`src/sv/e2q_pkg.sv`:
```
package e2q_pkg;

  localparam int AngW   = 16;
  localparam int CompW  = 16;
  localparam int CordW  = 34;   // x/y datapath, Q30 plus headroom
  localparam int ZW     = 34;   // angle accumulator, rad * 2^30
  localparam int TabLen = 32;
  localparam int StepsDefault = 16;
  localparam int QDepth = 4;

  localparam logic signed [CordW-1:0] GainQ30   = 34'sd652032874;
  localparam logic signed [ZW-1:0]    PiQ30     = 34'sd3373259426;
  localparam logic signed [ZW-1:0]    HalfPiQ30 = 34'sd1686629713;

  typedef struct packed {
    logic signed [AngW-1:0] yaw_angle;
    logic signed [AngW-1:0] pitch_angle;
    logic signed [AngW-1:0] roll_angle;
  } e2q_in_t;

  typedef struct packed {
    logic signed [CompW-1:0] quat_w;
    logic signed [CompW-1:0] quat_x;
    logic signed [CompW-1:0] quat_y;
    logic signed [CompW-1:0] quat_z;
  } e2q_out_t;

  // one prepared angle: reduced half angle and flip flag
  typedef struct packed {
    logic signed [ZW-1:0] z;
    logic                 flip;
  } e2q_ang_t;

  typedef struct packed {
    e2q_ang_t yaw;
    e2q_ang_t pitch;
    e2q_ang_t roll;
  } e2q_prep_t;

  function automatic logic signed [ZW-1:0] atan_q30(input int unsigned i);
    logic signed [ZW-1:0] t [TabLen];
    t = '{34'h3243F6A8, 34'h1DAC6705, 34'h0FADBAFC, 34'h07F56EA6, 34'h03FEAB76,
          34'h01FFD55B, 34'h00FFFAAA, 34'h007FFF55, 34'h003FFFEA, 34'h001FFFFD,
          34'h000FFFFF, 34'h0007FFFF, 34'h0003FFFF, 34'h0001FFFF, 34'h0000FFFF,
          34'h00007FFF, 34'h00003FFF, 34'h00001FFF, 34'h00000FFF, 34'h000007FF,
          34'h000003FF, 34'h000001FF, 34'h000000FF, 34'h0000007F, 34'h0000003F,
          34'h0000001F, 34'h0000000F, 34'h00000008, 34'h00000004, 34'h00000002,
          34'h00000001, 34'h00000000};
    return t[i % TabLen];
  endfunction

endpackage

```
`src/sv/e2q_queue.sv`:
```
module e2q_queue #(
  parameter int Depth = e2q_pkg::QDepth
) (
  input  logic               clk,
  input  logic               rst_n,
  input  logic               wr_en,
  input  e2q_pkg::e2q_prep_t wr_data,
  output logic               rd_valid,
  output e2q_pkg::e2q_prep_t rd_data,
  output logic               full
);
  import e2q_pkg::*;
  localparam int AW = (Depth > 1) ? $clog2(Depth) : 1;

  e2q_prep_t mem [Depth];
  logic [AW-1:0] wp_r, rp_r;
  logic [AW:0]   cnt_r;

  assign rd_valid = cnt_r != '0;
  assign rd_data  = mem[rp_r];
  assign full     = cnt_r == (AW+1)'(Depth);

  // the back end never stalls: every valid head pops the same cycle
  always_ff @(posedge clk) begin
    if (wr_en) mem[wp_r] <= wr_data;
    if (!rst_n) begin
      wp_r <= '0; rp_r <= '0; cnt_r <= '0;
    end else begin
      if (wr_en) wp_r <= (wp_r == AW'(Depth-1)) ? '0 : wp_r + 1'b1;
      if (rd_valid) rp_r <= (rp_r == AW'(Depth-1)) ? '0 : rp_r + 1'b1;
      cnt_r <= cnt_r + (AW+1)'(wr_en) - (AW+1)'(rd_valid);
    end
  end
endmodule

```
`config.mk`:
```
export PLATFORM = sky130hd
export DESIGN_NAME = e2q_queue
export DESIGN_NICKNAME = d
export VERILOG_FILES = /design/src/sv/e2q_pkg.sv /design/src/sv/e2q_queue.sv
export SDC_FILE = /design/constraint.sdc
export NUM_CORES = 1
export LEC_CHECK = 0
export BUFFER_PORTS_ARGS = -buffer_cell sky130_fd_sc_hd__buf_2
export CORE_MARGIN = 3
export CORE_UTILIZATION = 50
export CTS_CLUSTER_SIZE = 14
export DETAILED_ROUTE_END_ITERATION = 12
export PLACE_DENSITY = 0.78
export SYNTH_ARGS = -nofsm -noshare
export SYNTH_HDL_FRONTEND = slang
export SYNTH_SLANG_ARGS = --single-unit
```
`constraint.sdc`:
```
create_clock -name clk -period 4.4 [get_ports clk]
set_input_delay 0.88 -clock clk [delete_from_list [all_inputs] [get_ports clk]]
set_output_delay 0.88 -clock clk [all_outputs]
set_load 0.02 [all_outputs]
```
==> key figures, run 1 <==
Global routing
  – Grt ovf: 0
  – Number of global-route vias before repair: 7607
  – First-pass GRT wire length: 43800 µm
  – Largest net degree at the start of global routing: 62
  – Initial antenna violation count: 5
  – GRT Overall Usage: 17.1%

Pwr
  – Pint: 7.90 mW
  – Clock network fraction of total power: 31.3%
  – Pwr Density: 590 mW/mm²
  – Sw Share: 27.8%
  – Sequential share of power: 43.7%
  – Final Power: 10.9 mW
  – Leakage: 6.26 nW
  – Logic pwr share: 25.0%
  – Sw power: 3.04 mW
  – VDD IR-drop max: 0.329 mV

Critical path
  – Worst EP arrival: 2.39 ns
  – CP max-delay cell: buf_4
  – Delay-heaviest family, CP: buffers and inverters
  – Combined buffer and inverter count along the critical path: 2
  – Startpoint types: flip-flop
  – CP Capture Type: primary output
  – Max FO, Critical Path: 44
  – Slowest stage delay, CP: 0.68 ns
  – Worst path required time: 3.52 ns
  – Cell breakdown of the critical path: buf_4 -> mux4_2 -> buf_2
  – WS Path Type: flip-flop to primary output

Clock tree
  – Post-CTS sizing: 0
  – H-Tree Depth: 2
  – Root buffer cell: clkbuf_16
  – Post-CTS Setup Inserts: 0
  – Worst skew pair latency: 0.52 ns
  – CTS sink count: 429
  – Worst-path clk slew: 0.06 ns
  – CTS Buf Count: 43
  – CTS tree: built
  – Clock buffer depth: 3
  – Hold-fix buffer count after cts: 0

Synthesis
  – Count of mapped cells out of synthesis: 595
  – Share of Yosys cell area claimed by the top area cell type: 80.7%
  – Top_reg_cell synth: edfxtp_1
  – Count of different cell masters after synthesis: 21
  – Post-synthesis register bit count: 429
  – Syn_nets: 711
  – Asr flop ratio synth: 0%
  – EDFF count, synth: 420
  – Synth warn: 0
  – Post-Syn Area per Cell: 26.3 µm²
  – Cell taking the most area after synthesis: edfxtp_1
  – Area contributors post-synth: edfxtp_1 81%, mux4_2 15%, dfxtp_1 1.2%
  – Sequential area share after synthesis: 81.8%
  – Syn Std Cell Area: 0.0156 mm²

Timing
  – Endpoints failing setup: 0
  – Tightest hold margin: 0.485 ns
  – Highest Clock Rate: 306 MHz
  – Final hold vios: 0
  – Worst slew pin tran: 0.944 ns
  – TNS Setup: 0 ns
  – Worst Setup Slack, final: 1.13 ns
  – Pins over their slew limit: 0
  – Final worst-path cycle share: 74.3%
  – Rel. slew slack: 37.0%
  – Setup Skew: 0.0171 ns
  – Post-route minimum period: 3.27 ns
  – RSZ-0062 raised after global routing: no

Routing
  – Post-DRT Antenna Nets: 0
  – Vias: 6944
  – Drt total wl: 28200 µm
  – Vias/cell: 5.47
  – WL/cell: 22.2 µm
  – Starting DRT DRC Count: 458
  – DRC viols: 0
  – Detailed Routing Iterations Pass 1: 4

Die
  – Die ar.: 0.0334 mm²
  – Initial Utilization: 51.0%
  – Core area: 0.0307 mm²
  – Die W: 183 µm
  – Cell row count: 64
  – I/O Pins: 215
  – DIE HEIGHT: 183 µm

Finish
  – Final instance area: 0.0185 mm²
  – Share of layout cells above drive strength 1: 45.4%
  – Nets: 958
  – Finished Layout Cells: 1270
  – Synthesis-to-layout area growth: 18.6%
  – Final Core Density: 60.4%

Placement
  – Detail Placement HPWL: 16900 µm
  – DP Area: 0.0172 mm²
  – Gpl congestion: 0.726
  – Place WS: 1.60 ns
  – DP Cell Count: 1193
  – Port buffer count: 214

Min path
  – Class of the worst hold path: flip-flop to flip-flop

Outcome
  – Run status: complete, no violations

Run
  – Max Cap Viol: 0
## cells by family after synthesis
| logic type | share of synthesized area, % |
|---|---|
| buffers and inverters | 1.38 |
| xor gates and xnor gates | 0.152 |
| adders and majority gates | 0.688 |
| and+or+nand+nor | 0.584 |
| muxes | 15.3 |
| AOI/OAI and AO/OA | 0.0320 |
| DFF | 81.8 |
## per-layer routing
metal  wire length (µm)  track usage [%]  up-vias  part of all wire (%)
met5                 63                0        -                  0.22
li1                   -                -     3064                     -
met2              13700             28.0      218                    49
met3               2070             4.64       69                   7.3
met4                792             5.32       10                   2.8
met1              11600             22.9     3583                    41
## worst register-to-register path, cell delays in order, from the launching register on
cell,delay [ns]
dfxtp_1,0.33
nor3_1,0.42
inv_1,0.15
ha_1,0.30
inv_1,0.03
ha_1,0.18
fa_1,0.40
xor3_1,0.20
nor2_1,0.04
## final cells by class
class	instances	area, µm²
Antenna cell	1	2.50
Clock buffer	60	1210
Timing Repair Buffer	226	1240
Inverter	8	30.0
Sequential cell	429	12800
Clock inverter	16	128
Fill cell	2063	12100
Tap cell	396	495
Multi-Input combinational cell	134	2630
## power groups by stage
stage | clock network (mW) | logic (mW) | registers, mW
final | 3.42 | 2.73 | 4.78
after floorplan | 0 | 2.04 | 4.82
after global routing | 3.67 | 2.94 | 4.80
after global placement | 0 | 2.77 | 4.86
after detailed placement | 0 | 2.79 | 4.87
after CTS | 3.51 | 2.79 | 4.78
## state kept, by name, summed over array words and instances (netlist names), named ones only
signal and count:
cnt_r 3, rp_r 2, mem 420, wp_r 2
## synthesized netlist by cell type (all sizes together) (2+ instances only)
| library cell | n |
|---|---|
| or3b | 2 |
| clkbuf | 5 |
| inv | 8 |
| and2 | 6 |
| edfxtp | 420 |
| mux4 | 105 |
| dfxtp | 9 |
| buf | 19 |
| nand2 | 3 |
| mux2i | 3 |
| ha | 7 |
| nor2 | 2 |
## worst paths after layout
kind	start	endpoint	slack, ns	depth (start not counted)
setup / recovery	flip-flop	rd_data[82]	1.13	3
hold / removal	rp_r[1]	flip-flop	0.49	2
setup reg to reg	cnt_r[1]	cnt_r[2]	2.25	8
hold reg to reg	rp_r[1]	flip-flop	0.49	2
## cells in the final DEF (no fill, tap or decap), types with 7 or more instances in the layout
master,n
clkbuf_1,12
clkinv_1,7
buf_2,214
clkbuf_16,45
ha_1,7
dfxtp_1,7
mux4_2,105
edfxtp_1,420
inv_1,8
Power figures use the tool's default switching activity.
==> run 2: changes to the inputs <==
- clock period: 4.4 -> 3.1 ns (I/O delays scaled with it)
==> key figures, run 2 (same netlist as run 1, synthesis figures left out) <==
Outcome
  – Run status: complete, no violations

Clock tree
  – Root buffer cell: clkbuf_16
  – CTS sink count: 429 (unchanged)
  – H-Tree Depth: 2 (unchanged)
  – Clock buffer depth: 3 (unchanged)
  – Post-CTS sizing: 0 (unchanged)
  – Worst skew pair latency: 0.51 ns (about the same)
  – CTS Buf Count: 44 (+2.3%)
  – Worst-path clk slew: 0.06 ns (about the same)
  – CTS tree: built
  – Hold-fix buffer count after cts: 0 (unchanged)
  – Post-CTS Setup Inserts: 0 (unchanged)

Timing
  – Pins over their slew limit: 0 (unchanged)
  – Final hold vios: 0 (unchanged)
  – Setup Skew: 0.00904 ns (-0.00801 ns)
  – RSZ-0062 raised after global routing: no
  – Worst Setup Slack, final: 0.358 ns (-0.774 ns)
  – Rel. slew slack: 63.0% (+26 points)
  – TNS Setup: 0 ns (unchanged)
  – Tightest hold margin: 0.317 ns (-0.169 ns)
  – Worst slew pin tran: 0.555 ns (-0.390 ns)
  – Final worst-path cycle share: 88.4%
  – Post-route minimum period: 2.74 ns
  – Endpoints failing setup: 0 (unchanged)
  – Highest Clock Rate: 365 MHz

Die
  – Die W: 183 µm (unchanged)
  – DIE HEIGHT: 183 µm (unchanged)
  – Cell row count: 64 (unchanged)
  – Core area: 0.0307 mm² (unchanged)
  – Initial Utilization: 51.0% (unchanged)
  – I/O Pins: 215 (unchanged)
  – Die ar.: 0.0334 mm² (unchanged)

Pwr
  – VDD IR-drop max: 0.743 mV (+130%)
  – Final Power: 15.6 mW (+43%)
  – Leakage: 6.29 nW (+0.51%)
  – Pint: 11.2 mW (+42%)
  – Sw power: 4.38 mW (+44%)
  – Pwr Density: 838 mW/mm² (+42%)
  – Clock network fraction of total power: 31.1% (-0.2 points)
  – Logic pwr share: 25.1% (about the same)
  – Sequential share of power: 43.8% (about the same)
  – Sw Share: 28.0% (+0.21 points)

Global routing
  – Largest net degree at the start of global routing: 45 (-27%)
  – GRT Overall Usage: 17.4% (+0.31 points)
  – Initial antenna violation count: 3 (-2)
  – Busiest grt layer: met2
  – GR Layer Usage met1: 24.0% (+1.2 points)
  – First-pass GRT wire length: 44500 µm (+1.6%)
  – Number of global-route vias before repair: 7710 (+1.4%)
  – Met3 Track Usage GR: 4.76% (+0.12 points)
  – Met2 Use GR: 28.6% (+0.59 points)
  – Grt ovf: 0 (unchanged)

Routing
  – Post-DRT Antenna Nets: 0 (unchanged)
  – Drt total wl: 29100 µm (+3.1%)
  – Vias/cell: 5.53 (+1.2%)
  – Starting DRT DRC Count: 455 (-0.66%)
  – Vias: 7056 (+1.6%)
  – WL/cell: 22.8 µm (+2.7%)
  – DRC viols: 0 (unchanged)
  – Detailed Routing Iterations Pass 1: 4 (unchanged)

Finish
  – Share of layout cells above drive strength 1: 45.8% (+0.42 points)
  – Most frequent cells in the layout: 420 x edfxtp_1, 214 x buf_2, 105 x mux4_2
  – Max FFs per register: 420 (unchanged)
  – Nets: 961 (+0.31%)
  – Final instance area: 0.0186 mm² (+0.60%)
  – Synthesis-to-layout area growth: 19.3%
  – Commonest non-fill, non-tap cell in the layout: edfxtp_1
  – Leading registers by flop count: mem x420, cnt_r x3
  – Largest Register: mem

Placement
  – Port buffer count: 214 (unchanged)
  – DP Area: 0.0173 mm² (+0.60%)
  – Detail Placement HPWL: 17700 µm (+4.7%)
  – Place WS: 0.867 ns (-0.731 ns)
  – Gpl congestion: 0.687 (-5.4%)

Critical path
  – Slowest stage delay, CP: 0.69 ns (about the same)
  – Combined buffer and inverter count along the critical path: 2 (unchanged)
  – CP Capture Type: primary output
  – Max FO, Critical Path: 40 (-9.1%)
  – WS Path Type: flip-flop to primary output
  – Worst path required time: 2.48 ns (-1.04 ns)
  – CP max-delay cell: dfxtp_4
  – Startpoint types: flip-flop
  – Cell breakdown of the critical path: buf_12 -> mux4_2 -> buf_2
  – Worst EP arrival: 2.12 ns (-0.27 ns)
  – Delay-heaviest family, CP: flip-flops

Min path
  – Class of the worst hold path: input port to flip-flop

Run
  – Max Cap Viol: 0 (unchanged)
-- run 2: cell count changes in the layout (fill, tap and decap cells not counted) --
cell and delta:
buf_12 +7, clkbuf_8 -1, buf_4 -5, clkbuf_1 -2
clkinvlp_4 +2, diode_2 +2, clkinv_2 +2
-- run 2: per-stage QoR --
step	cells	utilization (%)
floorplan	595	-
global placement	1195	56.4
detailed placement	1195	56.4
CTS	1272	60.8
global route	1272	60.8
finish	1275	60.8
-- run 2: layout make-up --
type	instances	area, µm²
diodes	3	7.51
clock buffers	57	1190
clock inverters	20	153
fillers	2100	12000
inverters	8	30.0
multi-input cells	134	2630
flip-flops and latches	429	12800
well taps	396	495
repair buffers	228	1340
-- run 2: power groups by stage --
| stage | Combinational, mW | Clock, mW | Sequential, mW |
|---|---|---|---|
| floorplan | 2.90 | 0 | 6.82 |
| global placement | 3.96 | 0 | 6.95 |
| detailed placement | 3.99 | 0 | 6.97 |
| CTS | 4.01 | 4.97 | 6.86 |
| global route | 4.21 | 5.21 | 6.88 |
| finish | 3.93 | 4.85 | 6.85 |
-- run 2: worst paths after layout --
kind | from | endpoint | slack [ns] | cells after the start
min | wr_data[29] | mem[3][29] | 0.32 | 1
min reg2reg | rp_r[1] | flip-flop | 0.50 | 2
max reg2reg | cnt_r[1] | cnt_r[2] | 0.93 | 8
max | flip-flop | rd_data[87] | 0.36 | 3
-- run 2: metal layers --
metal / share of wire (%) / vias to the layer above
met2: 49 / 223
li1: - / 3056
met3: 7.8 / 46
met4: 1.5 / 6
met1: 41 / 3725
met5: 0.096 / -
