--- config.mk ---
export PLATFORM = sky130hd
export DESIGN_NAME = e2q_front
export DESIGN_NICKNAME = d
export VERILOG_FILES = /design/src/sv/e2q_pkg.sv /design/src/sv/e2q_front.sv
export SDC_FILE = /design/constraint.sdc
export NUM_CORES = 1
export LEC_CHECK = 0
export BUFFER_PORTS_ARGS = -buffer_cell sky130_fd_sc_hd__clkbuf_2
export CAP_MARGIN = 20
export CORE_MARGIN = 2
export CORE_UTILIZATION = 39
export CTS_CLUSTER_DIAMETER = 120
export DETAILED_ROUTE_END_ITERATION = 8
export GPL_TIMING_DRIVEN = 0
export HOLD_SLACK_MARGIN = 0.12
export PLACE_DENSITY = 0.71
export SLEW_MARGIN = 10
export SYNTH_ARGS = -nofsm -noshare
export SYNTH_HDL_FRONTEND = slang
export SYNTH_SLANG_ARGS = --single-unit
--- constraint.sdc ---
create_clock -name clk -period 3.2 [get_ports clk]
set_input_delay 0.64 -clock clk [delete_from_list [all_inputs] [get_ports clk]]
set_output_delay 0.64 -clock clk [all_outputs]
set_load 0.02 [all_outputs]
--- src/sv/e2q_pkg.sv ---
package e2q_pkg;

  localparam int AngW   = 16;
  localparam int CompW  = 16;
  localparam int CordW  = 34;   // x/y datapath, Q30 plus headroom
  localparam int ZW     = 34;   // angle accumulator, rad * 2^30
  localparam int TabLen = 32;
  localparam int StepsDefault = 16;
  localparam int QDepth = 4;

  localparam logic signed [CordW-1:0] GainQ30   = 34'sd652032874;
  localparam logic signed [ZW-1:0]    PiQ30     = 34'sd3373259426;
  localparam logic signed [ZW-1:0]    HalfPiQ30 = 34'sd1686629713;

  typedef struct packed {
    logic signed [AngW-1:0] yaw_angle;
    logic signed [AngW-1:0] pitch_angle;
    logic signed [AngW-1:0] roll_angle;
  } e2q_in_t;

  typedef struct packed {
    logic signed [CompW-1:0] quat_w;
    logic signed [CompW-1:0] quat_x;
    logic signed [CompW-1:0] quat_y;
    logic signed [CompW-1:0] quat_z;
  } e2q_out_t;

  // one prepared angle: reduced half angle and flip flag
  typedef struct packed {
    logic signed [ZW-1:0] z;
    logic                 flip;
  } e2q_ang_t;

  typedef struct packed {
    e2q_ang_t yaw;
    e2q_ang_t pitch;
    e2q_ang_t roll;
  } e2q_prep_t;

  function automatic logic signed [ZW-1:0] atan_q30(input int unsigned i);
    logic signed [ZW-1:0] t [TabLen];
    t = '{34'h3243F6A8, 34'h1DAC6705, 34'h0FADBAFC, 34'h07F56EA6, 34'h03FEAB76,
          34'h01FFD55B, 34'h00FFFAAA, 34'h007FFF55, 34'h003FFFEA, 34'h001FFFFD,
          34'h000FFFFF, 34'h0007FFFF, 34'h0003FFFF, 34'h0001FFFF, 34'h0000FFFF,
          34'h00007FFF, 34'h00003FFF, 34'h00001FFF, 34'h00000FFF, 34'h000007FF,
          34'h000003FF, 34'h000001FF, 34'h000000FF, 34'h0000007F, 34'h0000003F,
          34'h0000001F, 34'h0000000F, 34'h00000008, 34'h00000004, 34'h00000002,
          34'h00000001, 34'h00000000};
    return t[i % TabLen];
  endfunction

endpackage

--- src/sv/e2q_front.sv ---
module e2q_front (
  input  logic               clk,
  input  logic               rst_n,
  input  logic               in_valid,
  input  e2q_pkg::e2q_in_t   in_data,
  output logic               pv_valid_r,
  output e2q_pkg::e2q_prep_t pv_data_r
);
  import e2q_pkg::*;

  function automatic e2q_ang_t prep(input logic signed [AngW-1:0] a);
    e2q_ang_t r;
    logic signed [ZW-1:0] z;
    z = ZW'(a) <<< 16;
    r.flip = 1'b0;
    r.z    = z;
    if (z > HalfPiQ30) begin
      r.z = z - PiQ30; r.flip = 1'b1;
    end else if (z < -HalfPiQ30) begin
      r.z = z + PiQ30; r.flip = 1'b1;
    end
    return r;
  endfunction

  always_ff @(posedge clk) begin
    if (!rst_n) pv_valid_r <= 1'b0;
    else        pv_valid_r <= in_valid;
    pv_data_r.yaw   <= prep(in_data.yaw_angle);
    pv_data_r.pitch <= prep(in_data.pitch_angle);
    pv_data_r.roll  <= prep(in_data.roll_angle);
  end
endmodule

==> summary.txt, run 1 <==
Status
  – Outcome: finished, final reports clean

Floorplanning
  – Full die area: 10540 µm²
  – Die height: 102.7 µm
  – Core area: 9594 µm²
  – Starting Density: 39.57%
  – I/O pins: 157
  – DIE WIDTH: 102.7 µm
  – Row count: 36

Critical path
  – Most frequent CP cell: ha_1
  – Crit path capture type: register
  – CP max-delay cell: clkbuf_1
  – Setup crit start kind: input port
  – Worst EP arrival: 3220 ps
  – Crit path kind: input port to register
  – Critical-path cell list: clkbuf_2, inv_1, ha_1, nand2b_1, a41o_1, a31oi_1, nor2_1, o31a_1, ha_1, clkbuf_1, o21ai_0, a211oi_1, a21oi_1, xnor2_1
  – Max incr delay on CP: 380 ps
  – CP max FO: 10
  – CP required: 3420 ps

Finish
  – Post-layout net count: 640
  – Core Util, Final: 50.09%
  – FF/Latch Area: 1281 µm²
  – Layout area overhead: 26.60%
  – Multi-input gate area: 1994 µm²
  – Fillers: 932
  – Share of cells above drive strength 1: 37.63%
  – Antenna cells: 0
  – Layout Cells excl Fill: 715

Power and ir drop
  – Clock power share: 25.4%
  – Maximum vdd drop: 0.0001810 V
  – Pwr dens: 482.1 nW/µm²
  – Switching power: 0.0008033 W
  – Sequential share of power: 40.7%
  – Sw Share: 34.67%
  – Internal power: 0.001514 W
  – Combinational power share: 33.8%
  – Pleak: 2.392 nW

Clocking
  – CTS hold repair buffers: 0
  – H-tree depth: 3
  – Clock sinks: 64
  – PostCTS Resize Cnt: 0
  – Worst-path clk slew: 60 ps
  – CTS tree: built
  – Postcts setup bufs: 0
  – CTS buffer count: 9
  – Root buffer cell: clkbuf_8
  – CTS Buffer Depth: 2

STA
  – Final Cycle Share: 93.85%
  – Total Neg Setup Slack: 0 ps
  – Least-Margin Pin Slew: 580.3 ps
  – Slew margin rel.: 61.05%
  – Fin Hold WS: 509.1 ps
  – Min Tclk post-route: 3003 ps
  – RSZ-0062 raised after global routing: false
  – Final hold vios: 0
  – Final setup violation count: 0
  – PnR worst setup slack: 196.7 ps
  – Fin. max-slew vios: 0
  – Fmax: 0.3330 GHz

Detailed routing
  – Via count: 3481
  – Via/cell ratio: 4.869
  – Drt total wl: 9040 µm
  – DRC Markers: 0
  – Avg WL per Cell: 12.64 µm
  – ANT nets after route: 0
  – 1st-iter DRT viols: 158
  – First-pass iteration count of the detailed router: 4

Logic synthesis
  – FF+latch count, synth: 64
  – Gate count after technology mapping: 430
  – Synthesized area: 3796 µm²
  – Sequential area share after synthesis: 33.75%
  – Synth warn: 0
  – Avg Cell Area, Syn: 8.828 µm²
  – Main flop type after synthesis: dfxtp_1
  – Synth unique cells: 67
  – Synth top area cells: dfxtp_1 34%, buf_4 8.5%, xnor2_1 6.0%
  – Top cell type's share of synthesized area: 33.75%
  – Async set or reset register ratio after synthesis: 0%
  – Number of synthesized flops with an enable pin: 0
  – Synth area leader: dfxtp_1

Global routing
  – First-pass GRT wire length: 13610 µm
  – Initial antenna violation count: 0
  – Grt peak-use layer: met2
  – Met2 Use GR: 27.20%
  – Total GRT Usage: 16.42%
  – GR Layer Usage met3: 4.000%
  – Grt total ovfl: 0
  – Largest net degree at the start of global routing: 11
  – Met1 Use GR: 20.19%
  – Vias in the first global route: 2968

Min path
  – Hold Crit Start: in_valid
  – Hold crit path type: input port to register
  – Sink of the worst hold path: pv_valid_r$_SDFF_PN0_
  – Hold Path Stages: 2

Placement
  – Place WS: -177.7 ps
  – Final HPWL DP: 7107 µm
  – GPL Wtd Cong: 0.8350
  – DP Cell Count: 699
  – I/O Buffers: 134

Flow run
  – # Max-Cap Violations: 0
==> area by class of cell <==
type                    instances  area share, %
inverters                      22          1.718
multi-input cells             276          41.50
clock inverters                 4         0.4166
plain buffers                  70          9.268
repair buffers                134          13.95
clock buffers                  12          3.020
flip-flops and latches         64          26.66
well taps                     133          3.463
==> metal layers <==
metal	share of wire, %	up-vias	wire [µm]
li1	-	1758	-
met1	44	1598	3963
met2	50	115	4502
met3	5.3	10	475
met4	1.1	0	98
met5	0	-	0
==> critical path, delay by kind of cell <==
family	cells	cell delay, ps
AO/OA/AOI/OAI	6	1220
buffers and inverters	3	550
adder cells (fa/ha/maj)	2	520
AND/OR/NAND/NOR	2	150
XOR/XNOR	1	130
==> synthesized netlist by cell type, types with 11 or more instances <==
| master | n |
|---|---|
| dfxtp_1 | 64 |
| buf_4 | 43 |
| nand2_1 | 33 |
| xnor2_1 | 26 |
| o21ai_0 | 22 |
| inv_1 | 21 |
| clkbuf_1 | 18 |
| mux2i_1 | 13 |
| nor2_1 | 13 |
| xor2_1 | 13 |
| ha_1 | 12 |
| a21oi_1 | 11 |
| nand2b_1 | 11 |
==> power by group through the flow <==
| stage | sequential, W | clock [W] | combinational, W |
|---|---|---|---|
| finish | 0.000944 | 0.000590 | 0.000783 |
| floorplan | 0.00110 | 0 | 0.000393 |
| CTS | 0.000946 | 0.000609 | 0.000788 |
| detailed placement | 0.000964 | 0 | 0.000785 |
| global placement | 0.000960 | 0 | 0.000776 |
| global route | 0.000956 | 0.000645 | 0.000853 |
==> flip-flops by register name, indices dropped and copies added (netlist names) <==
| signal | cells |
|---|---|
| pv_data_r | 63 |
| pv_valid_r | 1 |
==> cells by family (layout without fill, tap and decap cells) <==
kind of cell	count (synthesis)	in the layout	synth area share, %
and+or+nand+nor	106	106	15.39
AOI/OAI and AO/OA	100	100	19.58
buffers and inverters	92	242	13.91
DFF	64	64	33.75
xor gates and xnor gates	39	39	8.998
muxes	16	16	4.318
adders and majority gates	12	12	3.955
other	1	3	0.09878
==> worst max-delay path by stage <==
stage                from  depth (start not counted)                    end  slack, ps
2_1_floorplan  in_data[0]                         13  pv_data_r[23]$_DFF_P_        390
3_3_place_gp   in_data[0]                         14  pv_data_r[23]$_DFF_P_       -180
3_5_place_dp   in_data[0]                         14  pv_data_r[23]$_DFF_P_       -180
4_1_cts        in_data[0]                         14  pv_data_r[23]$_DFF_P_        190
5_1_grt        in_data[0]                         14  pv_data_r[23]$_DFF_P_         10
6_report       in_data[0]                         14  pv_data_r[23]$_DFF_P_        200
==> layout by cell type (no fill, tap or decap), types with 5 or more instances in the layout <==
master / netlist / layout
clkbuf_1: 18 / 20
xor2_1: 13 / 13
a31oi_1: 7 / 7
o21ai_0: 22 / 22
dfxtp_1: 64 / 64
nand2_1: 33 / 33
o41a_1: 5 / 5
clkbuf_2: 0 / 134
nor2_1: 13 / 13
xnor2_1: 26 / 26
inv_1: 21 / 21
a21oi_1: 11 / 11
o31a_1: 6 / 6
nand3_1: 8 / 8
mux2i_1: 13 / 13
buf_2: 5 / 5
ha_1: 12 / 12
clkbuf_8: 0 / 10
buf_4: 43 / 43
nand2b_1: 11 / 11
nor3b_1: 5 / 5
==> through the flow <==
step / power, W / instance area, µm²
final: 0.002317 / 4806
after global routing: 0.002453 / 4806
after CTS: 0.002343 / 4806
after detailed placement: 0.001749 / 4641
after global placement: 0.001736 / 4641
after floorplan: 0.001495 / 3804
Power figures use the tool's default switching activity.
==> run 2: changes to the inputs <==
--- a/config.mk
+++ b/config.mk
@@ -13,7 +13,7 @@
 export DETAILED_ROUTE_END_ITERATION = 8
 export GPL_TIMING_DRIVEN = 0
 export HOLD_SLACK_MARGIN = 0.12
-export PLACE_DENSITY = 0.71
+export PLACE_DENSITY_LB_ADDON = 0.1
 export SLEW_MARGIN = 10
 export SYNTH_ARGS = -nofsm -noshare
 export SYNTH_HDL_FRONTEND = slang
==> run 2 against run 1 <==
Effect of this change: first-iteration DRC count shrank 46%; sequential power is essentially flat; die area is the same; largest cell class unchanged; worst setup slack gained 11 ps.
==> summary.txt, run 2 (synthesis gave the netlist of run 1 again) <==
STA
  – Total Neg Setup Slack: 0 ps
  – Fin. max-slew vios: 0
  – Slew margin rel.: 61.30%
  – Fmax: 0.3342 GHz
  – Final Cycle Share: 93.50%
  – Least-Margin Pin Slew: 576.7 ps
  – RSZ-0062 raised after global routing: false
  – Final setup violation count: 0
  – Final hold vios: 0
  – Min Tclk post-route: 2992 ps

Finish
  – Core Util, Final: 50.33%
  – Most flops, register: pv_data_r
  – Multi-input gate area: 1994 µm²
  – Antenna cells: 0
  – Share of cells above drive strength 1: 37.87%
  – Max reg flops: 63
  – Fillers: 963
  – FF/Latch Area: 1281 µm²
  – Post-layout net count: 640
  – Top flop regs: pv_data_r (63), pv_valid_r (1)
  – Layout area overhead: 27.19%
  – Highest-count cells in the layout ignoring fill and taps: 135 x clkbuf_2, 64 x dfxtp_1, 43 x buf_4, 33 x nand2_1, 26 x xnor2_1
  – Most common cell after layout, fill and taps aside: clkbuf_2

Power and ir drop
  – Pwr dens: 497.9 nW/µm²
  – Maximum vdd drop: 0.0002167 V
  – Pleak: 2.404 nW

Placement
  – Final HPWL DP: 7147 µm
  – GPL Wtd Cong: 0.8953
  – I/O Buffers: 134

Critical path
  – Worst EP arrival: 3230 ps
  – CP required: 3440 ps
  – Setup crit start kind: input port
  – CP max-delay cell: clkbuf_1
  – Crit path capture type: register
  – Critical-path cell list: clkbuf_2, inv_1, ha_1, nand2b_1, a41o_1, a31oi_1, nor2_1, o31a_1, ha_1, clkbuf_1, o21ai_0, a211oi_1, a21oi_1, xnor2_1
  – Crit path kind: input port to register
  – Most frequent CP cell: ha_1
  – CP max FO: 10
  – Max incr delay on CP: 380 ps

Floorplanning
  – Die height: 102.7 µm
  – I/O pins: 157
  – Starting Density: 39.57%
  – Full die area: 10540 µm²
  – Row count: 36
  – DIE WIDTH: 102.7 µm
  – Core area: 9594 µm²

Clocking
  – CTS buffer count: 9
  – CTS Buffer Depth: 2
  – Clock sinks: 64
  – Worst-path clk slew: 70 ps
  – CTS hold repair buffers: 0
  – CTS tree: built
  – Root buffer cell: clkbuf_8
  – H-tree depth: 3

Global routing
  – Largest net degree at the start of global routing: 11
  – Vias in the first global route: 3050
  – Grt total ovfl: 0
  – Initial antenna violation count: 0
  – First-pass GRT wire length: 13970 µm
  – Total GRT Usage: 16.94%

Status
  – Outcome: finished, final reports clean

Detailed routing
  – First-pass iteration count of the detailed router: 4
  – DRC Markers: 0
  – Via count: 3462
  – ANT nets after route: 0
  – Avg WL per Cell: 12.82 µm
  – Via/cell ratio: 4.849
  – Drt total wl: 9153 µm
  – 1st-iter DRT viols: 86

Min path
  – Hold Path Stages: 2
  – Hold crit path type: input port to register
  – Hold Crit Start: in_valid
  – Sink of the worst hold path: pv_valid_r$_SDFF_PN0_

Flow run
  – # Max-Cap Violations: 0
[run 2: cell type report]
cell class	instances	area share, %
timing repair buffer	134	13.89
tap	133	3.446
clock buffer	11	2.928
inverter	22	1.710
clock inverter	4	0.9329
buffer	70	9.251
sequential	64	26.54
multi-input combinational	276	41.31
[run 2: how the worst max path moves through the flow]
| stage | start | to | depth (start not counted) |
|---|---|---|---|
| after floorplan | in_data[0] | pv_data_r[23]$_DFF_P_ | 13 |
| after global placement | in_data[0] | pv_data_r[23]$_DFF_P_ | 14 |
| after detailed placement | in_data[0] | pv_data_r[23]$_DFF_P_ | 14 |
| after CTS | in_data[0] | pv_data_r[23]$_DFF_P_ | 14 |
| after global routing | in_data[0] | pv_data_r[23]$_DFF_P_ | 14 |
| final | in_data[0] | pv_data_r[23]$_DFF_P_ | 14 |
[run 2: worst max-delay path, delay by kind of cell]
kind	cells	cell delay, ps
and+or+nand+nor	2	160
adders and majority gates	2	510
xor gates and xnor gates	1	120
AOI/OAI and AO/OA	6	1230
buffers and inverters	3	550
[run 2: repair_timing]
action                                 CTS  global route
endpoints found under the hold margin    0             0
gates resized for setup                  0             2
buffers inserted                         0             0
setup endpoints to repair                0             1
[run 2: metrics by stage]
stage / total power [W] / instances / setup WS [ps] / area (µm²) / hold WS (ps)
2_1_floorplan: 0.001495 / 432 / 388.9 / 3804 / 734.9
3_3_place_gp: 0.001738 / 699 / -144.2 / 4641 / 844.0
3_5_place_dp: 0.001747 / 699 / -162.4 / 4641 / 853.9
4_1_cts: 0.002435 / 714 / 213.5 / 4827 / 481.9
5_1_grt: 0.002547 / 714 / 19.01 / 4828 / 476.9
6_report: 0.002404 / 714 / 208.1 / 4828 / 496.4
[run 2: where the power goes]
part	switching [W]	internal, W	total, W
sequential	0.0000371	0.000907	0.000944
clock	0.000307	0.000373	0.000680
combinational	0.000470	0.000310	0.000780
[run 2: metal layers]
metal  wire length (µm)  track usage, %  vias up  share of wire [%]
met2               4367           27.55      111                 48
met4                129           6.769        0                1.4
met3                610           4.746       13                6.7
met5                  0               0        -                  0
li1                   -               -     1753                  -
met1               4045           21.22     1585                 44
